--- src/itr_pkg.sv ---
// Shared types and constants for the ISO-TP receive reassembler.
// No dependencies; the interfaces, the decoder, the top, the checker and the testbench import it.
package itr_pkg;

    typedef enum logic [1:0] {
        OP_FRAME = 2'd0,
        OP_CLEAR = 2'd1,
        OP_READ  = 2'd2,
        OP_NOP   = 2'd3
    } op_code_t;

    typedef enum logic [1:0] {
        RX_IDLE      = 2'd0,
        RX_RECEIVING = 2'd1,
        RX_COMPLETE  = 2'd2,
        RX_ERROR     = 2'd3
    } rx_status_t;

    localparam logic [3:0] FT_SINGLE = 4'h0;
    localparam logic [3:0] FT_FIRST  = 4'h1;
    localparam logic [3:0] FT_CONSEC = 4'h2;

    localparam logic [2:0]  SF_MAX_BYTES = 3'd7;
    localparam logic [2:0]  FF_BYTES     = 3'd6;
    localparam logic [2:0]  CF_MAX_BYTES = 3'd7;
    localparam logic [10:0] FC_ID_OFFSET = 11'd8;

    typedef struct packed {
        logic [1:0]  op;
        logic [10:0] can_id;
        logic [7:0]  frame_byte0;
        logic [7:0]  frame_byte1;
        logic [7:0]  frame_byte2;
        logic [7:0]  frame_byte3;
        logic [7:0]  frame_byte4;
        logic [7:0]  frame_byte5;
        logic [7:0]  frame_byte6;
        logic [7:0]  frame_byte7;
        logic [7:0]  read_index;
    } in_item_t;

    typedef struct packed {
        logic [1:0]  status;
        logic [11:0] message_length;
        logic [11:0] bytes_received;
        logic        flow_control_valid;
        logic [10:0] flow_control_id;
        logic [7:0]  read_byte;
    } out_item_t;

    // Reassembly context held between frames.
    typedef struct packed {
        rx_status_t  rx_state;
        logic [11:0] expected_length;
        logic [11:0] stored_count;
        logic [3:0]  next_sequence;
    } ctx_t;

    typedef enum logic [1:0] {
        ACT_NONE,
        ACT_WRITE,
        ACT_READ,
        ACT_CLEAR
    } action_t;

    // Work plan produced by the frame decoder for one transfer.
    typedef struct packed {
        action_t     action;
        logic [11:0] wr_base;
        logic [2:0]  wr_count;
        logic [2:0]  wr_first;
        ctx_t        ctx_next;
        out_item_t   result;
    } plan_t;

    typedef enum logic [2:0] {
        ST_CLEAR,
        ST_IDLE,
        ST_EXEC,
        ST_WRITE,
        ST_READ,
        ST_READ_WAIT,
        ST_DONE
    } seq_state_t;

endpackage

--- src/itr_if.sv ---
// Valid/ready channel interfaces for frame input and result output.
// Depends on itr_pkg for the payload structs.
interface itr_frame_if import itr_pkg::*; ();
    logic     valid;
    logic     ready;
    in_item_t data;

    modport source (output valid, output data, input ready);
    modport sink (input valid, input data, output ready);
endinterface

interface itr_result_if import itr_pkg::*; ();
    logic      valid;
    logic      ready;
    out_item_t data;

    modport source (output valid, output data, input ready);
    modport sink (input valid, input data, output ready);
endinterface

--- src/itr_ram.sv ---
// Generic single-port RAM with registered read data.
// No dependencies.
module itr_ram #(
    parameter int WIDTH = 8,
    parameter int DEPTH = 256
) (
    input  logic                     clk,
    input  logic                     we,
    input  logic                     re,
    input  logic [$clog2(DEPTH)-1:0] addr,
    input  logic [WIDTH-1:0]         wdata,
    output logic [WIDTH-1:0]         rdata
);

    logic [WIDTH-1:0] mem [DEPTH];

    always_ff @(posedge clk)
    begin
        if (we)
        begin
            mem[addr] <= wdata;
        end
        if (re)
        begin
            rdata <= mem[addr];
        end
    end

endmodule

--- src/itr_frame_decode.sv ---
// Frame decoder: turns one input transfer and the current reassembly context
// into the next context, the store access plan and the result. Uses itr_pkg.
module itr_frame_decode import itr_pkg::*; #(
    parameter int PAYLOAD_BYTES = 256
) (
    input  in_item_t item,
    input  ctx_t     ctx,
    output plan_t    plan
);

    localparam logic [12:0] STORE_SIZE = 13'(PAYLOAD_BYTES);

    logic [3:0]  ftype;
    logic [3:0]  low;
    logic [2:0]  sf_len;
    logic [11:0] ff_len;
    logic [11:0] left;
    logic [2:0]  cf_len;
    logic [11:0] cf_stored;

    assign ftype = item.frame_byte0[7:4];
    assign low   = item.frame_byte0[3:0];
    assign sf_len = (low > 4'(SF_MAX_BYTES)) ? SF_MAX_BYTES : low[2:0];
    assign ff_len = {low, item.frame_byte1};
    // Remaining length saturates at zero so the store is never overrun.
    assign left = (ctx.expected_length > ctx.stored_count) ?
                  (ctx.expected_length - ctx.stored_count) : 12'd0;
    assign cf_len = (left > 12'(CF_MAX_BYTES)) ? CF_MAX_BYTES : left[2:0];
    assign cf_stored = ctx.stored_count + 12'(cf_len);

    always_comb
    begin
        plan = '0;
        plan.action   = ACT_NONE;
        plan.ctx_next = ctx;
        plan.wr_first = 3'd1;

        unique case (op_code_t'(item.op))
            OP_CLEAR:
            begin
                plan.action   = ACT_CLEAR;
                plan.ctx_next = '0;
            end
            OP_READ:
            begin
                if ({5'd0, item.read_index} < STORE_SIZE)
                begin
                    plan.action = ACT_READ;
                end
            end
            OP_FRAME:
            begin
                if (ftype == FT_SINGLE)
                begin
                    plan.ctx_next.expected_length = 12'(sf_len);
                    plan.ctx_next.stored_count    = 12'(sf_len);
                    plan.ctx_next.rx_state        = RX_COMPLETE;
                    plan.wr_count                 = sf_len;
                    plan.action = (sf_len != 3'd0) ? ACT_WRITE : ACT_NONE;
                end
                else if (ftype == FT_FIRST)
                begin
                    plan.ctx_next.expected_length = ff_len;
                    if ({1'b0, ff_len} > STORE_SIZE)
                    begin
                        plan.ctx_next.rx_state = RX_ERROR;
                    end
                    else
                    begin
                        plan.ctx_next.stored_count  = 12'(FF_BYTES);
                        plan.ctx_next.next_sequence = 4'd1;
                        plan.ctx_next.rx_state      = RX_RECEIVING;
                        plan.action   = ACT_WRITE;
                        plan.wr_count = FF_BYTES;
                        plan.wr_first = 3'd2;
                        plan.result.flow_control_valid = 1'b1;
                        plan.result.flow_control_id    = item.can_id - FC_ID_OFFSET;
                    end
                end
                else if (ftype == FT_CONSEC && ctx.rx_state == RX_RECEIVING)
                begin
                    if (low != ctx.next_sequence)
                    begin
                        plan.ctx_next.rx_state = RX_ERROR;
                    end
                    else
                    begin
                        plan.ctx_next.stored_count  = cf_stored;
                        plan.ctx_next.next_sequence = ctx.next_sequence + 4'd1;
                        if (cf_stored >= ctx.expected_length)
                        begin
                            plan.ctx_next.rx_state = RX_COMPLETE;
                        end
                        plan.wr_base  = ctx.stored_count;
                        plan.wr_count = cf_len;
                        plan.action   = (cf_len != 3'd0) ? ACT_WRITE : ACT_NONE;
                    end
                end
            end
            OP_NOP:
            begin
                plan.action = ACT_NONE;
            end
        endcase

        plan.result.status         = plan.ctx_next.rx_state;
        plan.result.message_length = plan.ctx_next.expected_length;
        plan.result.bytes_received = plan.ctx_next.stored_count;
    end

endmodule

--- src/isotp_receive_reassembler.sv ---
// Top level of the ISO-TP receive reassembler: sequencer, context registers
// and payload store. Uses itr_pkg, itr_if, itr_ram and itr_frame_decode.
//
// The block takes one CAN frame, clear or read request per transfer on the
// frame_in channel and returns exactly one result per request on result_out.
// A frame updates the reassembly context (state, announced length, bytes
// stored, sequence number) and writes its payload bytes into a single-port
// store of PAYLOAD_BYTES bytes, one byte per cycle. A first frame that fits
// the store raises flow_control_valid in its result, with the id set to the
// frame's id minus 8.
//
// Steps per request, from acceptance to the result being presented: a
// frame passes through the exec state, the write state once for each byte
// it stores (at most 7) and the done state; the single write port of the
// store takes its bytes one per cycle. A read passes through exec, read,
// read-wait and done, through the store's registered read. A clear passes
// through exec, the zeroing pass, which zeroes the store one entry per
// cycle, and done. One request is worked on at a time; the sequencer is
// back in idle at the edge that loads the result.
//
// After reset the same zeroing pass runs over the whole store before the
// first transfer is accepted. Results sit in an output register; while the
// receiver stalls, one further request may be accepted and worked on, and it
// then waits until the output register is free.
module isotp_receive_reassembler import itr_pkg::*; #(
    parameter int PAYLOAD_BYTES = 256
) (
    input  logic                clk,
    input  logic                rst_n,
    itr_frame_if.sink           frame_in,
    itr_result_if.source        result_out
);

    localparam int          AW         = $clog2(PAYLOAD_BYTES);
    localparam logic [12:0] STORE_SIZE = 13'(PAYLOAD_BYTES);
    localparam logic [AW-1:0] LAST_ADDR = AW'(PAYLOAD_BYTES - 1);

    seq_state_t    state_reg, state_next;
    in_item_t      item_reg;
    ctx_t          ctx_reg, ctx_next;
    plan_t         plan_reg;
    plan_t         plan;
    out_item_t     res_reg, res_next;
    logic          res_pend_reg, res_pend_next;
    logic          out_valid_reg, out_valid_next;
    out_item_t     out_data_reg, out_data_next;
    logic [2:0]    wr_idx_reg, wr_idx_next;
    logic [AW-1:0] clr_cnt_reg, clr_cnt_next;

    logic          ram_we;
    logic          ram_re;
    logic [AW-1:0] ram_addr;
    logic [7:0]    ram_wdata;
    logic [7:0]    ram_rdata;

    logic [7:0]    frame_bytes [8];
    logic [11:0]   wr_pos;
    logic [2:0]    wr_src;
    logic [12:0]   rd_pos;
    logic          wr_last;
    logic          clr_last;
    logic          out_free;

    itr_frame_decode #(
        .PAYLOAD_BYTES(PAYLOAD_BYTES)
    ) u_decode (
        .item(item_reg),
        .ctx (ctx_reg),
        .plan(plan)
    );

    itr_ram #(
        .WIDTH(8),
        .DEPTH(PAYLOAD_BYTES)
    ) u_store (
        .clk  (clk),
        .we   (ram_we),
        .re   (ram_re),
        .addr (ram_addr),
        .wdata(ram_wdata),
        .rdata(ram_rdata)
    );

    assign frame_bytes[0] = item_reg.frame_byte0;
    assign frame_bytes[1] = item_reg.frame_byte1;
    assign frame_bytes[2] = item_reg.frame_byte2;
    assign frame_bytes[3] = item_reg.frame_byte3;
    assign frame_bytes[4] = item_reg.frame_byte4;
    assign frame_bytes[5] = item_reg.frame_byte5;
    assign frame_bytes[6] = item_reg.frame_byte6;
    assign frame_bytes[7] = item_reg.frame_byte7;

    // Byte k of a frame write goes to position base + k and comes from
    // frame byte first + k.
    assign wr_pos   = plan_reg.wr_base + {9'd0, wr_idx_reg};
    assign wr_src   = plan_reg.wr_first + wr_idx_reg;
    assign rd_pos   = {5'd0, item_reg.read_index};
    assign wr_last  = (wr_idx_reg == plan_reg.wr_count - 3'd1);
    assign clr_last = (clr_cnt_reg == LAST_ADDR);
    assign out_free = !out_valid_reg || result_out.ready;

    assign frame_in.ready   = (state_reg == ST_IDLE);
    assign result_out.valid = out_valid_reg;
    assign result_out.data  = out_data_reg;

    // Next state of the sequencer.
    always_comb
    begin
        state_next = state_reg;
        unique case (state_reg)
            ST_CLEAR:
            begin
                if (clr_last)
                begin
                    state_next = res_pend_reg ? ST_DONE : ST_IDLE;
                end
            end
            ST_IDLE:
            begin
                if (frame_in.valid)
                begin
                    state_next = ST_EXEC;
                end
            end
            ST_EXEC:
            begin
                unique case (plan.action)
                    ACT_CLEAR: state_next = ST_CLEAR;
                    ACT_WRITE: state_next = ST_WRITE;
                    ACT_READ:  state_next = ST_READ;
                    ACT_NONE:  state_next = ST_DONE;
                endcase
            end
            ST_WRITE:
            begin
                if (wr_last)
                begin
                    state_next = ST_DONE;
                end
            end
            ST_READ:
            begin
                state_next = ST_READ_WAIT;
            end
            ST_READ_WAIT:
            begin
                state_next = ST_DONE;
            end
            ST_DONE:
            begin
                if (out_free)
                begin
                    state_next = ST_IDLE;
                end
            end
            default:
            begin
                state_next = ST_IDLE;
            end
        endcase
    end

    // Store access, counters, context and result registers.
    always_comb
    begin
        ram_we         = 1'b0;
        ram_re         = 1'b0;
        ram_addr       = clr_cnt_reg;
        ram_wdata      = 8'd0;
        ctx_next       = ctx_reg;
        res_next       = res_reg;
        res_pend_next  = res_pend_reg;
        wr_idx_next    = wr_idx_reg;
        clr_cnt_next   = clr_cnt_reg;
        out_data_next  = out_data_reg;
        out_valid_next = out_valid_reg && !result_out.ready;

        unique case (state_reg)
            ST_CLEAR:
            begin
                ram_we       = 1'b1;
                ram_addr     = clr_cnt_reg;
                clr_cnt_next = clr_cnt_reg + AW'(1);
            end
            ST_EXEC:
            begin
                ctx_next      = plan.ctx_next;
                res_next      = plan.result;
                res_pend_next = 1'b1;
                wr_idx_next   = 3'd0;
                clr_cnt_next  = '0;
            end
            ST_WRITE:
            begin
                ram_we      = ({1'b0, wr_pos} < STORE_SIZE);
                ram_addr    = wr_pos[AW-1:0];
                ram_wdata   = frame_bytes[wr_src];
                wr_idx_next = wr_idx_reg + 3'd1;
            end
            ST_READ:
            begin
                ram_re   = 1'b1;
                ram_addr = rd_pos[AW-1:0];
            end
            ST_READ_WAIT:
            begin
                res_next.read_byte = ram_rdata;
            end
            ST_DONE:
            begin
                if (out_free)
                begin
                    out_data_next  = res_reg;
                    out_valid_next = 1'b1;
                    res_pend_next  = 1'b0;
                end
            end
            default:
            begin
                ram_we = 1'b0;
            end
        endcase
    end

    always_ff @(posedge clk or negedge rst_n)
    begin
        if (!rst_n)
        begin
            state_reg     <= ST_CLEAR;
            ctx_reg       <= '0;
            res_pend_reg  <= 1'b0;
            out_valid_reg <= 1'b0;
            wr_idx_reg    <= '0;
            clr_cnt_reg   <= '0;
        end
        else
        begin
            state_reg     <= state_next;
            ctx_reg       <= ctx_next;
            res_pend_reg  <= res_pend_next;
            out_valid_reg <= out_valid_next;
            wr_idx_reg    <= wr_idx_next;
            clr_cnt_reg   <= clr_cnt_next;
        end
    end

    always_ff @(posedge clk)
    begin
        if (frame_in.valid && frame_in.ready)
        begin
            item_reg <= frame_in.data;
        end
        if (state_reg == ST_EXEC)
        begin
            plan_reg <= plan;
        end
        res_reg      <= res_next;
        out_data_reg <= out_data_next;
    end

endmodule

--- src/flat_wrapper.sv ---
// flat-port wrapper written by rule: the top's interface ports become plain ports
module isotp_receive_reassembler_flat import itr_pkg::*;
#(
    parameter int PAYLOAD_BYTES = 256
)
  (clk, rst_n, frame_in_valid, frame_in_data, frame_in_ready, result_out_valid, result_out_data, result_out_ready);
  itr_frame_if frame_in_i ();
  itr_result_if result_out_i ();
  input  logic clk;
  input  logic rst_n;
  input wire logic [$bits(frame_in_i.valid)-1:0] frame_in_valid;
  input wire logic [$bits(frame_in_i.data)-1:0] frame_in_data;
  output wire logic [$bits(frame_in_i.ready)-1:0] frame_in_ready;
  output wire logic [$bits(result_out_i.valid)-1:0] result_out_valid;
  output wire logic [$bits(result_out_i.data)-1:0] result_out_data;
  input wire logic [$bits(result_out_i.ready)-1:0] result_out_ready;
  assign frame_in_i.valid = frame_in_valid;
  assign frame_in_i.data = frame_in_data;
  assign frame_in_ready = frame_in_i.ready;
  assign result_out_valid = result_out_i.valid;
  assign result_out_data = result_out_i.data;
  assign result_out_i.ready = result_out_ready;
  isotp_receive_reassembler #(.PAYLOAD_BYTES(PAYLOAD_BYTES)) u_core (.clk(clk), .rst_n(rst_n), .frame_in(frame_in_i), .result_out(result_out_i));
endmodule
--- config.mk ---
export PLATFORM = sky130hd
export DESIGN_NAME = isotp_receive_reassembler_flat
export DESIGN_NICKNAME = d
export VERILOG_FILES = /design/src/itr_pkg.sv /design/src/itr_if.sv /design/src/itr_ram.sv /design/src/itr_frame_decode.sv /design/src/isotp_receive_reassembler.sv /design/src/flat_wrapper.sv
export SDC_FILE = /design/constraint.sdc
export NUM_CORES = 2
export LEC_CHECK = 0
export ABC_AREA = 1
export BUFFER_PORTS_ARGS = -buffer_cell sky130_fd_sc_hd__buf_2
export CORE_MARGIN = 3
export CORE_UTILIZATION = 63
export CTS_BUF_LIST = sky130_fd_sc_hd__clkbuf_4 sky130_fd_sc_hd__clkbuf_8 sky130_fd_sc_hd__clkbuf_16
export CTS_CLUSTER_DIAMETER = 60
export DETAILED_ROUTE_END_ITERATION = 10
export PLACE_DENSITY = 0.8
export SYNTH_ARGS = -nofsm -noshare
export SYNTH_HDL_FRONTEND = slang
export SYNTH_SLANG_ARGS = --single-unit
--- constraint.sdc ---
create_clock -name clk -period 21.2 [get_ports clk]
set_input_delay 4.24 -clock clk [delete_from_list [all_inputs] [get_ports clk]]
set_output_delay 4.24 -clock clk [all_outputs]
set_load 0.01 [all_outputs]
==> metrics.txt <==
outcome completed; nets@finish approximately 8600; total CTS buffers 220; CP Max Fanout 7; Worst-path clk slew around 60 ps; Worst Setup SP u_core.state_reg[0]; antenna violations before repair 12; total core area between 100000 and 150000 um2; min Tclk post-route 6124 ps; critical path type reg -> out; XOR/XNOR share of the synthesized area 0.2217%; GRT Total Usage 32.58%; htree depth 4; Lkg Pwr 39.98 nW; crit-path max cell delay 550 ps; iteration count of the initial detailed-routing pass 7; Setup violations, final 0; R2R depth 21; most common cell in the netlist nand2_1; Fmax achieved 0.1633 GHz; Post-synth EDFFs 2249; ys async rst share 2.004%; Top reg by flops u_core.u_store.mem; Worst R2R Setup Slack 15300 ps; DRC Markers 0; post-cts sizing count 0; die area about 160000 um2; maxcap violations 0; largest family of logic cells by synthesized area simple AND/OR/NAND/NOR gates; Syn Nets 8578; Synth area leaders edfxtp_1, nand2_1, nor2_1; IO Pins 137; final worst slack 15080 ps; vias in the first global route 62880; Final Hold Viols 0; post-synthesis compound-gate area fraction 3.564%; clk_lat worst skew between 800 and 900 ps; DP HPWL 144600 um; HP Class reg -> reg; max_slew headroom between 10% and 20%; Final Core Density 70.10%; Die W slightly below 400 um; global-route wire length before repair 381400 um; Mapped Area 94800 um2; Crit. End Element primary output; Hold Path Cell Cnt 0; capture point of the worst path frame_in_ready; number of synthesized register bits roughly 2300; Power Density 157.8 nW/um2; worst slack, placed 15340 ps; vias per std cell 6.108; Unique masters post-synth 54; Power, Total around 16 mW; startpoint types flop; Req. time, crit path 16960 ps; Post-synth top cells nand2_1, edfxtp_1, nor2_1; post-route ant nets 0; # fillers 9891; CTS tree done; largest net degree at the start of global routing 209; slowest CP cell dfrtp_1; Final Slew Violations 0; Die Ht 393.9 um; area share of the largest cell type after synthesis 71.24%; drt total wl around 260000 um; port bufs between 100 and 150; Reg-to-Reg End u_core.u_store.rdata[6]; WL/cell 24.04 um; worst-path cell chain nand2_1 -> nor2_1 -> buf_2; syn avg cell area 11.23 um2; starting DRC count in detailed routing about 10000; clk buf depth 3; # Post-CTS Setup Buffers 0; via count ~65000; Syn. warnings 0; P&R area growth vs syn 9.845%; RSZ-0062 raised after global routing no; CTS Sinks roughly 2300; layout cells sized above 1 under 10%; sequential fraction of the synthesis area a little over 70%; worst vdd ir approximately 220 uV; Final Cycle Share 28.89%; worst r2r src u_core.state_reg[2]; Cell Rows 141; CTS Hold Bufs 0; Register Area 68690 um2; arrival time at the worst endpoint roughly 1900 ps; Starting Density a little under two thirds; Yosys top cell by area edfxtp_1; clk_skew 72.07 ps; Final Wtd Congestion 0.9426; total grt overflow 0; Synth Instances 8445; max reg flops 2048; Synth Area in Simple Gates 20.16%; setup TNS 0 ps; post-synthesis mux area share 0%; clk root buf clkbuf_16; Multi-input gate area 23510 um2; Post-Synth Adder-Cell Area 0.6124%; Slew @ Worst Pin 1237 ps; primary flip-flop cell chosen by synthesis mapping edfxtp_1
==> layer usage <==
layer	up-vias	track usage (%)	part of all wire, %
li1	28660	-	-
met1	30800	42.95	35
met2	4886	50.06	46
met3	830	8.663	14
met4	2	17.48	5.6
met5	-	0	0.0051
==> critical path, delay by kind of cell, from the launching register on <==
kind	cells	cell delay [ps]
buffers and inverters	1	150
DFF	1	550
and+or+nand+nor	2	360
==> cell families (layout without fill, tap and decap cells) <==
kind of cell / Yosys count / in the layout
AND/OR/NAND/NOR: 4894 / 4894
flip-flops: 2295 / 2295
XOR/XNOR: 24 / 24
adder cells (fa/ha/maj): 44 / 44
buffers and inverters: 606 / 817
AO/OA/AOI/OAI: 582 / 582
other: 0 / 13
==> power breakdown <==
group	total (mW)	internal, mW	switching, mW
clock network	3.85	2.18	1.68
registers	5.64	5.57	0.0733
logic	6.94	1.63	5.31
total	16.4	9.37	7.06
==> how the worst min path moves through the flow <==
stage                                  start                         end  slack, ps
after floorplan            u_core.res_reg[0]   u_core.result_out.data[0]        400
after global placement    u_core.res_reg[23]  u_core.result_out.data[23]        400
after detailed placement  u_core.res_reg[15]  u_core.result_out.data[15]        400
after CTS                 u_core.res_reg[41]  u_core.result_out.data[41]        410
after global routing      u_core.res_reg[41]  u_core.result_out.data[41]        410
final                     u_core.res_reg[41]  u_core.result_out.data[41]        400
==> layout by cell type (no fill, tap or decap), types with 46 or more instances in the layout <==
cell       netlist  routed
a21oi_1        177     177
a22oi_1        104     104
buf_2          251     136
buf_4           32      73
clkbuf_16        0     221
clkbuf_4         0      61
clkinv_1         7      56
dfrtp_1         46      46
edfxtp_1      2249    2249
inv_1          169     169
nand2_1       4076    4076
nand3_1        129     125
nand4_1        143     143
nor2_1         481     473
o21ai_0        123     123
o21ai_1        101     101
==> through the flow <==
step,area (um2),std cells,hold slack [ps]
6_report,104100,10670,399.8
5_1_grt,104100,10660,405.7
4_1_cts,104100,10660,405.2
3_5_place_dp,96970,10260,404.5
3_3_place_gp,96950,10250,400.9
2_1_floorplan,94800,8445,400.3
==> area by class of cell <==
class	count	share of cell area, %
antenna	13	0.03124
clock buffer	290	5.856
clock inverter	113	0.9937
inverter	188	0.6789
multi-input combinational	5544	22.57
sequential	2295	65.96
tap	2002	2.405
timing repair buffer	226	1.502
Note: power is estimated with default switching activity, not from simulation.
